==> src/rtl/core/wbps_pkg.sv <==
// Package for the wildcard byte pattern scanner.
// Holds the configuration register indexes, widths and the shared structs.
// No dependencies.
`timescale 1ns / 1ps

package wbps_pkg;

    // Widths fixed by the register map.
    localparam int SIG_BYTES     = 16;
    localparam int SIG_WORD_W    = 64;
    localparam int CARE_W        = 16;
    localparam int LEN_W         = 5;
    localparam int CFG_INDEX_W   = 4;
    localparam int CFG_DATA_W    = 64;
    localparam int RESULT_OFS_W  = 32;

    // Register indexes.
    localparam logic [CFG_INDEX_W-1:0] REG_SIGNATURE_LOW    = 4'd0;
    localparam logic [CFG_INDEX_W-1:0] REG_SIGNATURE_HIGH   = 4'd1;
    localparam logic [CFG_INDEX_W-1:0] REG_CARE_MASK        = 4'd2;
    localparam logic [CFG_INDEX_W-1:0] REG_SIGNATURE_LENGTH = 4'd3;

    localparam logic [CARE_W-1:0] CARE_MASK_RESET = 16'hFFFF;
    localparam logic [LEN_W-1:0]  LENGTH_RESET    = 5'd1;

    typedef struct packed {
        logic [2*SIG_WORD_W-1:0] signature;  // byte k in bits 8k+7:8k
        logic [CARE_W-1:0]       care_mask;
        logic [LEN_W-1:0]        length;
    } cfg_t;

    typedef struct packed {
        logic             hit;      // masked compare passes over the active length
        logic [LEN_W-1:0] eff_len;  // length after clamping to 1..depth
    } match_t;

endpackage

==> src/rtl/core/wbps_cfg_regs.sv <==
// Configuration register file of the wildcard byte pattern scanner.
// Depends on wbps_pkg for the register indexes and the cfg_t struct.
`timescale 1ns / 1ps

module wbps_cfg_regs
    import wbps_pkg::*;
(
    input  logic                   aclk,
    input  logic                   aresetn,
    input  logic                   cfg_wr_en,
    input  logic [CFG_INDEX_W-1:0] cfg_index,
    input  logic [CFG_DATA_W-1:0]  cfg_wdata,
    output cfg_t                   cfg_o
);

    logic [SIG_WORD_W-1:0] sig_low_reg;
    logic [SIG_WORD_W-1:0] sig_high_reg;
    logic [CARE_W-1:0]     care_reg;
    logic [LEN_W-1:0]      length_reg;

    always_ff @(posedge aclk) begin
        if (!aresetn) begin
            sig_low_reg  <= '0;
            sig_high_reg <= '0;
            care_reg     <= CARE_MASK_RESET;
            length_reg   <= LENGTH_RESET;
        end else if (cfg_wr_en) begin
            case (cfg_index)
                REG_SIGNATURE_LOW:    sig_low_reg  <= cfg_wdata[SIG_WORD_W-1:0];
                REG_SIGNATURE_HIGH:   sig_high_reg <= cfg_wdata[SIG_WORD_W-1:0];
                REG_CARE_MASK:        care_reg     <= cfg_wdata[CARE_W-1:0];
                REG_SIGNATURE_LENGTH: length_reg   <= cfg_wdata[LEN_W-1:0];
                default: ;
            endcase
        end
    end

    assign cfg_o.signature = {sig_high_reg, sig_low_reg};
    assign cfg_o.care_mask = care_reg;
    assign cfg_o.length    = length_reg;

endmodule

==> src/rtl/core/wbps_matcher.sv <==
// Parallel masked compare of the byte window against the signature.
// Depends on wbps_pkg for cfg_t and match_t.
`timescale 1ns / 1ps

module wbps_matcher
    import wbps_pkg::*;
#(
    parameter int DEPTH = 16
) (
    input  logic [DEPTH-1:0][7:0] window_i,  // index 0 is the newest byte
    input  cfg_t                  cfg_i,
    output match_t                match_o
);

    localparam int IDX_W = (DEPTH > 1) ? $clog2(DEPTH) : 1;

    logic [LEN_W-1:0] n;
    logic [LEN_W-1:0] idx;
    logic             mismatch;

    always_comb begin
        n = cfg_i.length;
        if (n == '0) begin
            n = LEN_W'(1);
        end
        if (n > LEN_W'(DEPTH)) begin
            n = LEN_W'(DEPTH);
        end
    end

    // Signature byte k lines up with the window byte that arrived n-1-k bytes ago.
    always_comb begin
        mismatch = 1'b0;
        idx      = '0;
        for (int k = 0; k < DEPTH; k++) begin
            idx = n - LEN_W'(1) - LEN_W'(k);
            if ((LEN_W'(k) < n) && cfg_i.care_mask[k]) begin
                if (window_i[idx[IDX_W-1:0]] != cfg_i.signature[8*k +: 8]) begin
                    mismatch = 1'b1;
                end
            end
        end
    end

    assign match_o.hit     = !mismatch;
    assign match_o.eff_len = n;

endmodule

==> src/rtl/core/wildcard_byte_pattern_scanner_unit.sv <==
// Top level of the wildcard byte pattern scanner.
// Depends on wbps_pkg, wbps_cfg_regs and wbps_matcher.
`timescale 1ns / 1ps

// Usage:
// The s_ channel carries one image byte per transfer, with s_end_of_image set
// on the final byte. The m_ channel gives one result per image: m_found=1 and
// the start offset as soon as the first match completes, or m_found=0 with
// offset zero on the final byte when nothing matched. Bytes after a match
// give no result; the final byte clears the image state.
// The configuration port (cfg_wr_en, cfg_index, cfg_wdata) writes one
// register per cycle and is meant to be used only while the block is idle.
// Throughput is one byte per cycle while no held result blocks the input. A
// byte is first captured in the input register, then the window shift, counter
// and masked compare load the result register, which drives m_valid.
// While the receiver stalls, the result waits in the output register; bytes
// that cause no result keep flowing, and the input stalls only when a second
// result is due. Reset clears the byte counter, the reported flag, both
// valids and sets the registers to signature zero, care mask all ones and
// length one.

module wildcard_byte_pattern_scanner_unit
    import wbps_pkg::*;
#(
    parameter int MAX_SIGNATURE_BYTES = 16,
    parameter int OFFSET_BITS         = 32
) (
    input  logic                    aclk,
    input  logic                    aresetn,
    input  logic                    s_valid,
    output logic                    s_ready,
    input  logic [7:0]              s_image_byte,
    input  logic                    s_end_of_image,
    output logic                    m_valid,
    input  logic                    m_ready,
    output logic                    m_found,
    output logic [RESULT_OFS_W-1:0] m_match_offset,
    input  logic                    cfg_wr_en,
    input  logic [CFG_INDEX_W-1:0]  cfg_index,
    input  logic [CFG_DATA_W-1:0]   cfg_wdata
);

    localparam int DEPTH = MAX_SIGNATURE_BYTES;

    cfg_t   cfg;
    match_t match;

    // Input register.
    logic       s1_valid_reg;
    logic [7:0] s1_byte_reg;
    logic       s1_eoi_reg;

    // Image state.
    logic [DEPTH-1:0][7:0]   window_reg;
    logic [DEPTH-1:0][7:0]   window_next;
    logic [OFFSET_BITS-1:0]  seen_reg;
    logic [OFFSET_BITS-1:0]  seen_next;
    logic                    reported_reg;

    // Output register.
    logic                    m_valid_reg;
    logic                    m_found_reg;
    logic [RESULT_OFS_W-1:0] m_offset_reg;

    logic                   enough;
    logic                   match_hit;
    logic                   no_match_end;
    logic                   has_result;
    logic                   out_free;
    logic                   s1_advance;
    logic [OFFSET_BITS-1:0] start_ofs;
    logic [63:0]            start_ofs_ext;

    wbps_cfg_regs u_cfg_regs (
        .aclk      (aclk),
        .aresetn   (aresetn),
        .cfg_wr_en (cfg_wr_en),
        .cfg_index (cfg_index),
        .cfg_wdata (cfg_wdata),
        .cfg_o     (cfg)
    );

    always_comb begin
        for (int i = 0; i < DEPTH; i++) begin
            if (i == 0) begin
                window_next[i] = s1_byte_reg;
            end else begin
                window_next[i] = window_reg[i-1];
            end
        end
    end

    wbps_matcher #(
        .DEPTH (DEPTH)
    ) u_matcher (
        .window_i (window_next),
        .cfg_i    (cfg),
        .match_o  (match)
    );

    // The byte counter saturates at its maximum.
    assign seen_next     = (seen_reg == '1) ? seen_reg : seen_reg + OFFSET_BITS'(1);
    assign enough        = seen_next >= OFFSET_BITS'(match.eff_len);
    assign match_hit     = !reported_reg && enough && match.hit;
    assign no_match_end  = s1_eoi_reg && !reported_reg && !match_hit;
    assign has_result    = match_hit || no_match_end;
    assign start_ofs     = seen_next - OFFSET_BITS'(match.eff_len);
    assign start_ofs_ext = 64'(start_ofs);

    assign out_free   = !m_valid_reg || m_ready;
    assign s1_advance = s1_valid_reg && (!has_result || out_free);
    assign s_ready    = !s1_valid_reg || s1_advance;

    always_ff @(posedge aclk) begin
        if (!aresetn) begin
            s1_valid_reg <= 1'b0;
        end else if (s_valid && s_ready) begin
            s1_valid_reg <= 1'b1;
        end else if (s1_advance) begin
            s1_valid_reg <= 1'b0;
        end
    end

    always_ff @(posedge aclk) begin
        if (s_valid && s_ready) begin
            s1_byte_reg <= s_image_byte;
            s1_eoi_reg  <= s_end_of_image;
        end
    end

    // The window needs no clearing: the counter keeps stale bytes out of a match.
    always_ff @(posedge aclk) begin
        if (s1_advance) begin
            window_reg <= window_next;
        end
    end

    always_ff @(posedge aclk) begin
        if (!aresetn) begin
            seen_reg     <= '0;
            reported_reg <= 1'b0;
        end else if (s1_advance) begin
            if (s1_eoi_reg) begin
                seen_reg     <= '0;
                reported_reg <= 1'b0;
            end else begin
                seen_reg     <= seen_next;
                reported_reg <= reported_reg || match_hit;
            end
        end
    end

    always_ff @(posedge aclk) begin
        if (!aresetn) begin
            m_valid_reg <= 1'b0;
        end else if (s1_advance && has_result) begin
            m_valid_reg <= 1'b1;
        end else if (m_ready) begin
            m_valid_reg <= 1'b0;
        end
    end

    always_ff @(posedge aclk) begin
        if (s1_advance && has_result) begin
            m_found_reg  <= match_hit;
            m_offset_reg <= match_hit ? start_ofs_ext[RESULT_OFS_W-1:0] : '0;
        end
    end

    assign m_valid        = m_valid_reg;
    assign m_found        = m_found_reg;
    assign m_match_offset = m_offset_reg;

    // A reported image has always counted at least one byte.
    a_reported_has_bytes: assert property (@(posedge aclk) disable iff (!aresetn)
        reported_reg |-> (seen_reg != '0))
        else $error("reported flag set with an empty byte count");

    // The final byte leaves a clean image state behind.
    a_eoi_clears: assert property (@(posedge aclk) disable iff (!aresetn)
        (s1_advance && s1_eoi_reg) |=> (seen_reg == '0) && !reported_reg)
        else $error("image state not cleared after the final byte");

    // A no-match result always carries offset zero.
    a_no_match_offset: assert property (@(posedge aclk) disable iff (!aresetn)
        (m_valid_reg && !m_found_reg) |-> (m_offset_reg == '0))
        else $error("no-match result with a nonzero offset");

    // The input only stalls behind a held byte that is waiting on the output.
    a_stall_cause: assert property (@(posedge aclk) disable iff (!aresetn)
        !s_ready |-> (s1_valid_reg && has_result && m_valid_reg && !m_ready))
        else $error("input stalled without a pending result");

endmodule

==> config.mk <==
export PLATFORM = sky130hd
export DESIGN_NAME = wildcard_byte_pattern_scanner_unit
export DESIGN_NICKNAME = d
export VERILOG_FILES = /design/src/rtl/core/wbps_pkg.sv /design/src/rtl/core/wbps_cfg_regs.sv /design/src/rtl/core/wbps_matcher.sv /design/src/rtl/core/wildcard_byte_pattern_scanner_unit.sv
export SDC_FILE = /design/constraint.sdc
export NUM_CORES = 1
export LEC_CHECK = 0
export BUFFER_PORTS_ARGS = -buffer_cell sky130_fd_sc_hd__buf_4
export CORE_MARGIN = 2
export CORE_UTILIZATION = 57
export DETAILED_ROUTE_END_ITERATION = 6
export GPL_TIMING_DRIVEN = 0
export PLACE_DENSITY = 0.78
export SLEW_MARGIN = 20
export SYNTH_ARGS = -nofsm -noshare
export SYNTH_HDL_FRONTEND = slang
export SYNTH_SLANG_ARGS = --single-unit
==> constraint.sdc <==
create_clock -name aclk -period 8.8 [get_ports aclk]
set_clock_uncertainty 0.1 [all_clocks]
set_input_delay 1.32 -clock aclk [delete_from_list [all_inputs] [get_ports aclk]]
set_output_delay 1.32 -clock aclk [all_outputs]
set_load 0.05 [all_outputs]
# Word level (Yosys, flattened, before mapping)
# Index checks and enable logic that the tools add are counted.
[classes] muxes=73 order_cmp=34 add_sub_neg=18 eq_ne=20 n_reduce_logical=42
[op_table] op="binary-select mux 8 bit (select 4 bit)" n=16
[op_table] op="2-to-1 mux 8 bit" n=16
[op_table] op="!= test 8 bit" n=16
[op_table] op="less-than comparator 4 x 5 -> 1 bit, second input constant" n=16
[op_table] op="2-to-1 mux 32 bit" n=2
[op_table] op="less-than comparator 4 x 5 -> 1 bit, first input constant" n=8
[op_table] op="2-to-1 mux 1 bit" n=37
[op_table] op="adder 32 x 1 -> 32 bit, second input constant" n=1
[op_table] op="equality test 32 bit, second input constant" n=1
[op_table] op="greater-or-equal comparator 32 x 5 -> 1 bit" n=1
[op_table] op="subtractor 32 x 5 -> 32 bit" n=1
[op_table] op="subtractor 4 bit, second input constant" n=8
[op_table] op="logical AND 1 bit" n=23
[op_table] op="less-than comparator 3 x 5 -> 1 bit, first input constant" n=4
[op_table] op="subtractor 4 x 3 -> 4 bit, second input constant" n=4
[op_table] op="less-than comparator 1 x 5 -> 1 bit, first input constant" n=2
[op_table] op="less-than comparator 2 x 5 -> 1 bit, first input constant" n=2
[op_table] op="2-to-1 mux 5 bit" n=2
[op_table] op="equality test 4 x 2 -> 1 bit, second input constant" n=2
[op_table] op="AND reduction 2 bit" n=4
[op_table] op="subtractor 4 x 1 -> 4 bit, second input constant" n=2
[op_table] op="subtractor 4 x 2 -> 4 bit, second input constant" n=2
[op_table] op="zero test 1 bit" n=6
[op_table] op="greater-than comparator 5 bit, second input constant" n=1
[op_table] op="5 further kinds" n=10
[word_totals] reg_bits=346 in_bits=82 output_inout_bits=35

# Logic depth before layout (Yosys ltp)
# Gate-level depths: netlist of the first run.
[depth] ltp_word=51 mapped_depth=27 mapped_depth_nobuf=21

# By module
# From an unflattened synthesis of the first run, not the netlist that was laid out.
[unflattened] hier_cells=2032 area_unflattened_um2=22384.0
[by_module_without_submodules] module="wildcard_byte_pattern_scanner_unit" n_inst=1 cells_per_inst=670 area_each_um2=8480.6
[by_module_without_submodules] module="wbps_matcher" n_inst=1 cells_per_inst=789 area_each_um2=8027.7
[by_module_without_submodules] module="wbps_cfg_regs" n_inst=1 cells_per_inst=573 area_each_um2=5875.6

# Worst setup path before layout of the first run
# No wires, ideal clock.
[synth_timing] path_kind="register to register" startpoint="register u_cfg_regs.length_reg[4]" endpoint="register m_found_reg, in the netlist m_found, enable pin" path_slack_ps=207 stages_incl_launch_ff=27 synth_period_minus_slack_ps=8593 arrival_time_ps=8059 setup_ps=434 path_cell_list="dfxtp_1 buf_2 or4_1 buf_2 nand2_4 inv_2 clkbuf_1 buf_1 ha_1 xnor2_1 inv_2 clkbuf_1 ha_1 nand2b_1 a2111oi_2 nor4_4 xnor2_2 mux4_2 xnor2_1 nand4_1 nor4_1 o2111a_1 nand3_2 or2_1 clkbuf_1 buf_2 a21oi_1"
[synth_via] elab_chain_cells=49 word_cells_on_any_way=143 classes_between="add/sub (16); order compare (18); eq/ne (16); mux (66); reduce/logical (27)"
[synth_lines] item="from (decl)" line="wbps_cfg_regs.sv:19" text="logic [LEN_W-1:0] length_reg;"
[synth_lines] item="from (signal assigned)" line="wbps_cfg_regs.sv:32" text="REG_SIGNATURE_LENGTH: length_reg <= cfg_wdata[LEN_W-1:0];"
[synth_lines] item="zero test 5 bit" line="wbps_matcher.sv:23" text="if (n == '0) begin"
[synth_lines] item="2-to-1 mux 5 bit *" line="wbps_matcher.sv:23"
[synth_lines] item="greater-than comparator 5 bit" line="wbps_matcher.sv:26" text="if (n > LEN_W'(DEPTH)) begin"
[synth_lines] item="2-to-1 mux 5 bit *" line="wbps_matcher.sv:26"
[synth_lines] item="branches (longest 37 deep; another with subtractor 4 x 1 -> 4 bit)"
[synth_lines] item="logical AND 1 bit *" line="wildcard_byte_pattern_scanner_unit.sv:104" text="assign match_hit = !reported_reg && enough && match.hit;"
[synth_lines] item="zero test 1 bit" line="wildcard_byte_pattern_scanner_unit.sv:105" text="assign no_match_end = s1_eoi_reg && !reported_reg && !match_hit;"
[synth_lines] item="logical AND 1 bit" line="wildcard_byte_pattern_scanner_unit.sv:105"
[synth_lines] item="logical OR 1 bit *" line="wildcard_byte_pattern_scanner_unit.sv:106" text="assign has_result = match_hit || no_match_end;"
[synth_lines] item="zero test 1 bit" line="wildcard_byte_pattern_scanner_unit.sv:111" text="assign s1_advance = s1_valid_reg && (!has_result || out_free);"
[synth_lines] item="logical OR 1 bit" line="wildcard_byte_pattern_scanner_unit.sv:111"
[synth_lines] item="logical AND 1 bit" line="wildcard_byte_pattern_scanner_unit.sv:111"
[synth_lines] item="logical AND 1 bit *" line="wildcard_byte_pattern_scanner_unit.sv:164" text="if (s1_advance && has_result) begin"
[synth_lines] item="to (signal assigned)" line="wildcard_byte_pattern_scanner_unit.sv:165" text="m_found_reg <= match_hit;"
[synth_lines] item="to (decl)" line="wildcard_byte_pattern_scanner_unit.sv:62" text="logic m_found_reg;"
# Mark *: on every way between the ends. The select of a mux whose other input is x is not followed.
# A chain may end at the register's enable or synchronous reset.

# Worst setup path in the final report of the first run
[layout_timing] startpoint="register u_cfg_regs.length_reg[4]" endpoint="output port s_ready"
[layout_via] elab_chain_cells=49 word_cells_on_any_way=143 classes_between="add/sub (16); order compare (18); eq/ne (16); mux (66); reduce/logical (27)"
[layout_lines] item="zero test 5 bit" line="wbps_matcher.sv:23"
[layout_lines] item="2-to-1 mux 5 bit *" line="wbps_matcher.sv:23"
[layout_lines] item="greater-than comparator 5 bit" line="wbps_matcher.sv:26"
[layout_lines] item="2-to-1 mux 5 bit *" line="wbps_matcher.sv:26"
[layout_lines] item="branches (longest 37 deep; another with subtractor 4 x 1 -> 4 bit)"
[layout_lines] item="logical AND 1 bit *" line="wildcard_byte_pattern_scanner_unit.sv:104"
[layout_lines] item="zero test 1 bit" line="wildcard_byte_pattern_scanner_unit.sv:105"
[layout_lines] item="logical AND 1 bit" line="wildcard_byte_pattern_scanner_unit.sv:105"
[layout_lines] item="logical OR 1 bit *" line="wildcard_byte_pattern_scanner_unit.sv:106"
[layout_lines] item="zero test 1 bit *" line="wildcard_byte_pattern_scanner_unit.sv:111"
[layout_lines] item="logical OR 1 bit *" line="wildcard_byte_pattern_scanner_unit.sv:111"
[layout_lines] item="logical AND 1 bit *" line="wildcard_byte_pattern_scanner_unit.sv:111"
[layout_lines] item="logical OR 1 bit *" line="wildcard_byte_pattern_scanner_unit.sv:112" text="assign s_ready = !s1_valid_reg || s1_advance;"
[layout_lines] item="to (decl)" line="wildcard_byte_pattern_scanner_unit.sv:31" text="output logic s_ready,"
# Marks and branches as above.

==> results of run 1 <==
[logic make-up after synthesis]
group,count (synthesis),synth area share
AO/OA/AOI/OAI,461,0.145
XOR/XNOR,182,0.0706
adder cells (fa/ha/maj),18,0.0102
buffers and inverters,198,0.0374
flip-flops,346,0.373
multiplexers,268,0.179
AND/OR/NAND/NOR,929,0.185
[metal layers]
layer | up-vias | GRT usage | share of wire
li1 | 9161 | - | -
met1 | 10200 | 0.509 | 0.35
met2 | 1483 | 0.677 | 0.45
met3 | 394 | 0.113 | 0.11
met4 | 4 | 0.331 | 0.088
met5 | - | 0.00119 | 0.00036
[layout by cell type (no fill, tap or decap), drive strengths merged, types with 30 or more instances in the layout]
cell    netlist  layout
clkbuf      125     179
nand2       544     544
dfxtp       184     184
inv          26      30
nor3         46      46
mux2i       140     140
mux4        111     111
and3         34      34
a31oi        36      36
nand3        57      57
nor4         34      34
o21ai        53      53
nor2         85      85
xnor2       101     101
a21oi        52      52
edfxtp      162     162
xor2         81      81
a21boi      134     134
buf          44     172
[critical path, stage by stage (launching register included)]
cell	delay [ns]
dfxtp_1	0.33
buf_2	0.30
nand2b_1	0.29
clkbuf_2	0.50
buf_4	0.40
ha_1	0.23
buf_2	0.21
a21bo_2	0.25
a22o_1	0.29
o21ai_0	0.57
and2_1	0.22
buf_4	0.20
buf_2	0.32
mux4_2	0.36
xor2_1	0.18
nor4_1	0.27
a21oi_1	0.10
nor4_1	0.49
nand3_4	0.24
or2_4	0.31
a211oi_4	0.26
inv_1	0.07
buf_4	0.19
[power by group through the flow]
stage / Combinational [mW] / Clock [mW] / Sequential, mW
final: 0.649 / 1.79 / 1.83
after global routing: 0.672 / 1.85 / 1.83
after CTS: 0.624 / 1.79 / 1.82
after detailed placement: 0.617 / 0 / 1.85
after global placement: 0.602 / 0 / 1.85
after floorplan: 0.378 / 0 / 1.85
[worst paths after layout]
kind                            startpoint                      to  slack, ns  depth (start not counted)
setup / recovery  u_cfg_regs.length_reg[4]                 s_ready       0.18                         22
hold / removal      u_cfg_regs.care_reg[8]  u_cfg_regs.care_reg[8]       0.37                          2
setup reg to reg  u_cfg_regs.length_reg[4]        window_next[108]       0.86                         29
hold reg to reg     u_cfg_regs.care_reg[8]  u_cfg_regs.care_reg[8]       0.37                          2
[per-stage QoR]
stage | setup slack, ns | TNS [ns] | utilization
floorplan | 0.207 | 0 | -
global placement | -2.75 | -278.05 | 0.615
detailed placement | -1.54 | -116.92 | 0.617
CTS | 0.0479 | 0 | 0.656
global route | -0.0143 | -0.0143 | 0.659
finish | 0.183 | 0 | 0.659
[repair_timing]
| action | in CTS | in global routing |
|---|---|---|
| setup buffers | 7 | 5 |
| setup endpoints to repair | 225 | 1 |
| hold endpoints to repair | 0 | 0 |
| gates resized for setup | 21 | 23 |
| pin swaps | 5 | 3 |
[cell type report]
cell class                 instances  area [um2]  share of cell area
multi-input combinational       1858       13700               0.522
tap                              525         657              0.0251
clock inverter                    17         189             0.00721
clock buffer                      56        1210              0.0464
timing repair buffer             130        1030              0.0392
inverter                          29         116             0.00444
sequential                       346        8550               0.326
buffer                           166         767              0.0293
==> results.ini, run 1 <==
[timing]
setup_viol_count_final=0
hold_viol=0
worst_pin_slew_ns=1.17
fin_hold_ws_ns=0.371
slew_viol_final=0
max_freq_ghz=0.116
min_period_ns=8.62
slew_headroom=0.220
finalCritPeriodShare=0.979

[logic_synthesis]
async_reset_ff_frac=0
synth.most_common_cell=nand2_1
synth_area_per_cell_um2=9.54
ys_seq_area_frac=0.373
syn_nets=2502
synth.top_cells.by_count=542 x nand2_1, 184 x dfxtp_1, 162 x edfxtp_1, 140 x mux2i_1, 134 x a21boi_0
synth_edf_count=162
yosysWarnings=0
ys_seq_elements=346
synth_area_mm2=0.0229
synth_cells=2402
ys_top_cells_by_area=edfxtp_1 21%, dfxtp_1 16%, mux4_2 11%
synth_top_area_cell=edfxtp_1
synth_flop_cell=dfxtp_1
synth_cell_types=91
synth_top_area_frac=0.212

[die]
core_mm2=0.0397
chipWidth_um=204
row_count=73
start_util=0.577
ios=117
dieHeight_um=204
dieArea_mm2=0.0418

[setup_path]
cp-start-kind=flop
arrival_ns=7.20
critical_path_class=flop to output pin
cp.required_ns=7.38
critPathCaptureType=output pin
path_max_fanout=19

[clock_network]
holdBufCountCts=0
cts_tree=done
cts_buffer_depth=3
insertion_delay_ns=0.59
clkTransAtPathRegs_ns=0.06
cts_buffers=41
htreeDepth=2
cts.sinks=346
cts-root-buf=clkbuf_16

[power]
p_leak_nw=9.68
p_clk_frac=0.420
ir_worst_vdd_v=0.000172
switching_power_mw=1.20
pwr-share-comb=0.152
power_density_mw_per_mm2=163
power_mw=4.27
intPower_mw=3.07
seq_power_share=0.428
p_sw_frac=0.280

[cells_and_area]
nets=2672
syn_to_final_growth_pct=14.3
largest_reg_flops=120
antenna_cells=0
final_cells=3127
drive_gt1_frac=0.166
postLayoutCellArea_mm2=0.0262
fillerInstances=3239

[routing]
drc_errors=1
finalWirelength_um=90800
ant_nets=0
dr.pass1.iters=7
vias=21200
via_per_inst=6.79
drt_iter0_drc=2736
wire_per_inst_um=29.0

[global_routing]
grt_start_max_net_pins=83
grt_pass1_wl_um=131000
grt_antenna_before_repair=3
grt_usage=0.432
grt_overflow=0
grt_pass1_vias=20100

[placement]
place_area_mm2=0.0245
hpwl_um=69400
dpl.cell_count=3045
port_buffers=114
place.gp.congestion=1.10

[job]
cap_violations=0

[outcome]
status=finished with violations
violations=DRC

[hold_path]
holdCritPathClass=flop to flop

Power figures use the tool's default switching activity.
==> inputs of run 2 (changes only) <==
- SYNTH_HIERARCHICAL: not set -> 1
==> run 2 against run 1 <==
Synthesized cell count shrank 15%. Via count shrank 13%. Area after synthesis shrank 2.3%. Sequential share of layout area grew 0.73 points. The flow now finishes without violations. Flip-flop and latch count is the same. Cell area shrank 2.2%. Sequential power shrank 4%. Critical path type unchanged. Total power shrank 8.6%. Clock-buffer cell count shrank 2. First-iteration DRC count grew 4.8%. Setup slack lost 0.026 ns.
==> results.ini, run 2 <==
[outcome]
status=finished, final reports clean  ; was finished with violations

[cells_and_area]
mostFrequentLayoutCells=253 x nand2_1, 251 x mux2i_1, 183 x dfxtp_1  ; was 542 x nand2_1, 184 x dfxtp_1, 162 x edfxtp_1
fillerInstances=3030  ; was 3239
syn_to_final_growth_pct=14.4  ; was 14.3%
postLayoutCellArea_mm2=0.0256  ; was 0.0262 mm2
largest_reg_flops=120  ; unchanged
final_common_cell=nand2_1  ; unchanged
drive_gt1_frac=0.220  ; was 0.166
antenna_cells=0  ; unchanged
nets=2311  ; was 2672

[die]
row_count=72  ; was 73
core_mm2=0.0387  ; was 0.0397 mm2
ios=117  ; unchanged
dieArea_mm2=0.0409  ; was 0.0418 mm2
start_util=0.578  ; was 0.577
chipWidth_um=202  ; was 204 um
dieHeight_um=202  ; was 204 um

[timing]
min_period_ns=8.64  ; was 8.62 ns
finalCritPeriodShare=0.982  ; was 0.979
slew_headroom=0.128  ; was 0.220
setup_viol_count_final=0  ; unchanged
max_freq_ghz=0.116  ; about the same
rsz0062_at_grt=no
timing.final.ws_setup_ns=0.157  ; was 0.183 ns
hold_viol=0  ; unchanged
slew_viol_final=0  ; unchanged
worst_pin_slew_ns=1.29  ; was 1.17 ns

[clock_network]
htreeDepth=2  ; unchanged
cts_tree=done  ; unchanged
cts-root-buf=clkbuf_16  ; unchanged
clkTransAtPathRegs_ns=0.06  ; about the same
cts.sinks=346  ; unchanged
cts_buffers=39  ; was 41
holdBufCountCts=0  ; unchanged
insertion_delay_ns=0.58  ; was 0.59 ns
cts_buffer_depth=3  ; unchanged

[power]
power_mw=3.90  ; was 4.27 mW
p_leak_nw=9.24  ; was 9.68 nW
ir_worst_vdd_v=0.000141  ; was 0.000172 V
power_density_mw_per_mm2=152  ; was 163 mW/mm2

[setup_path]
cpPeakStageDelay_ns=0.70  ; was 0.57 ns
critical_path_class=flop to output pin  ; unchanged
reg2reg_depth=27  ; was 29
cp-start-kind=flop  ; unchanged
cp_slowest_cell=clkbuf_1  ; was o21ai_0
critPathCaptureType=output pin  ; unchanged
cp.required_ns=7.38  ; about the same
arrival_ns=7.22  ; was 7.20 ns
cp_cell_sequence=buf_4 > nor4_4 > buf_4 > nor2_4 > buf_12 > buf_6 > buf_8 > ha_4 > clkbuf_2 > clkbuf_1 > mux4_2 > mux4_2 > xor2_1 > nor4_1 > a21oi_1 > or4_1 > nor4_4 > buf_4 > nor2b_2 > o41ai_4 > nand2_1 > and3_1 > inv_1 > buf_4  ; was buf_2 > nand2b_1 > clkbuf_2 > buf_4 > ha_1 > buf_2 > a21bo_2 > a22o_1 > o21ai_0 > and2_1 > buf_4 > buf_2 > mux4_2 > xor2_1 > nor4_1 > a21oi_1 > nor4_1 > nand3_4 > or2_4 > a211oi_4 > inv_1 > buf_4
path_max_fanout=10  ; was 19
path_common_cell=buf_4

[global_routing]
grt_pass1_wl_um=114000  ; was 131000 um
grt_usage=0.378  ; was 0.432
grt_pass1_vias=17300  ; was 20.1k
grt_start_max_net_pins=41  ; was 83
grt_overflow=0  ; unchanged
grt_antenna_before_repair=1  ; was 3

[placement]
place_ws_ns=-1.92  ; was -1.54 ns
hpwl_um=59300  ; was 69400 um
port_buffers=116  ; was 114
place.gp.congestion=1.00  ; was 1.10
place_area_mm2=0.0240  ; was 0.0245 mm2

[routing]
drc_errors=0  ; was 1
dr.pass1.iters=7  ; unchanged
via_per_inst=6.69  ; was 6.79
finalWirelength_um=78100  ; was 90800 um
vias=18500  ; was 21.2k
wire_per_inst_um=28.3  ; was 29.0 um
drt_iter0_drc=2866  ; was 2736
ant_nets=0  ; unchanged

[hold_path]
holdCritPathClass=flop to flop  ; unchanged
min_path_cells=2  ; unchanged

[logic_synthesis]
synth.most_common_cell=nand2_1  ; unchanged
synth_area_per_cell_um2=11.0  ; was 9.54 um2
synth_flop_cell=dfxtp_1  ; unchanged
ys_top_cells_by_area=edfxtp_1 22%, dfxtp_1 16%, mux4_2 15%  ; was edfxtp_1 21%, dfxtp_1 16%, mux4_2 11%
synth_cells=2032  ; was 2402
ys_seq_area_frac=0.382  ; was 0.373
yosysWarnings=6  ; was 0
synth_top_area_frac=0.217  ; was 0.212
synth_edf_count=162  ; unchanged
synth.top_cells.by_count=253 x nand2_1, 251 x mux2i_1, 184 x dfxtp_1, 162 x edfxtp_1, 147 x mux4_2  ; was 542 x nand2_1, 184 x dfxtp_1, 162 x edfxtp_1, 140 x mux2i_1, 134 x a21boi_0
synth_cell_types=91  ; unchanged
synth_top_area_cell=edfxtp_1  ; unchanged
synth_area_mm2=0.0224  ; was 0.0229 mm2
syn_nets=2128  ; was 2502
ys_seq_elements=346  ; unchanged
async_reset_ff_frac=0  ; unchanged

[job]
cap_violations=0  ; unchanged

[run 2: kinds of logic (layout without fill, tap and decap cells)]
group	after synthesis	after routing	share of synthesized area
AND/OR/NAND/NOR	653	653	0.146
multiplexers	433	433	0.279
flip-flops	346	346	0.382
AO/OA/AOI/OAI	226	226	0.0643
XOR/XNOR	186	186	0.0768
buffers and inverters	174	385	0.0446
adder cells (fa/ha/maj)	14	14	0.00816
[run 2: final cells by class]
type	count	area (um2)	area share
well taps	518	648	0.0253
clock buffers	54	1080	0.0421
repair buffers	143	1170	0.0456
repair inverters	1	7.51	0.000293
clock inverters	15	144	0.00562
multi-input cells	1512	13000	0.506
plain buffers	148	948	0.0370
inverters	24	104	0.00405
flip-flops and latches	346	8550	0.334
[run 2: timing repair]
action,CTS,global route
resized for setup,28,10
pin swaps,4,2
cloned,1,0
setup buffers,12,11
endpoints found under the setup margin,195,140
[run 2: worst max-delay path: cells and delay by family, from the launching register on]
| kind | cells | cell delay (ns) |
|---|---|---|
| buf+inv | 10 | 2.26 |
| flops | 1 | 0.31 |
| simple gates | 8 | 2.22 |
| xor+xnor | 1 | 0.17 |
| compound gates | 2 | 0.29 |
| fa+ha+maj | 1 | 0.31 |
| mux | 2 | 1.08 |
[run 2: per-layer routing]
layer / share of wire / up-vias / GRT usage
met2: 0.44 / 1174 / 0.561
met1: 0.40 / 9140 / 0.533
met3: 0.12 / 214 / 0.0913
met4: 0.049 / 2 / 0.156
li1: - / 7947 / -
met5: 0.00017 / - / 0
[run 2: stage by stage]
stage	TNS, ns	cells	hold WS [ns]	util
floorplan	0	2032	0.340	-
global placement	-550.00	2666	0.351	0.617
detailed placement	-288.00	2670	0.359	0.621
CTS	0	2751	0.370	0.658
global route	0	2761	0.388	0.661
finish	0	2761	0.369	0.661
[run 2: worst paths after layout]
| kind | from | end | slack [ns] |
|---|---|---|---|
| setup / recovery | u_cfg_regs/length_reg[4] | s_ready | 0.16 |
| hold / removal | u_cfg_regs/length_reg[4] | u_cfg_regs/length_reg[4] | 0.37 |
| setup reg to reg | u_cfg_regs/length_reg[4] | window_next[124] | 0.21 |
| hold reg to reg | u_cfg_regs/length_reg[4] | u_cfg_regs/length_reg[4] | 0.37 |
[run 2: where the power goes]
part           internal [mW]  switching (mW)
Sequential              1.73          0.0365
Combinational          0.209           0.307
Clock                  0.920           0.701
Total                   2.86            1.04
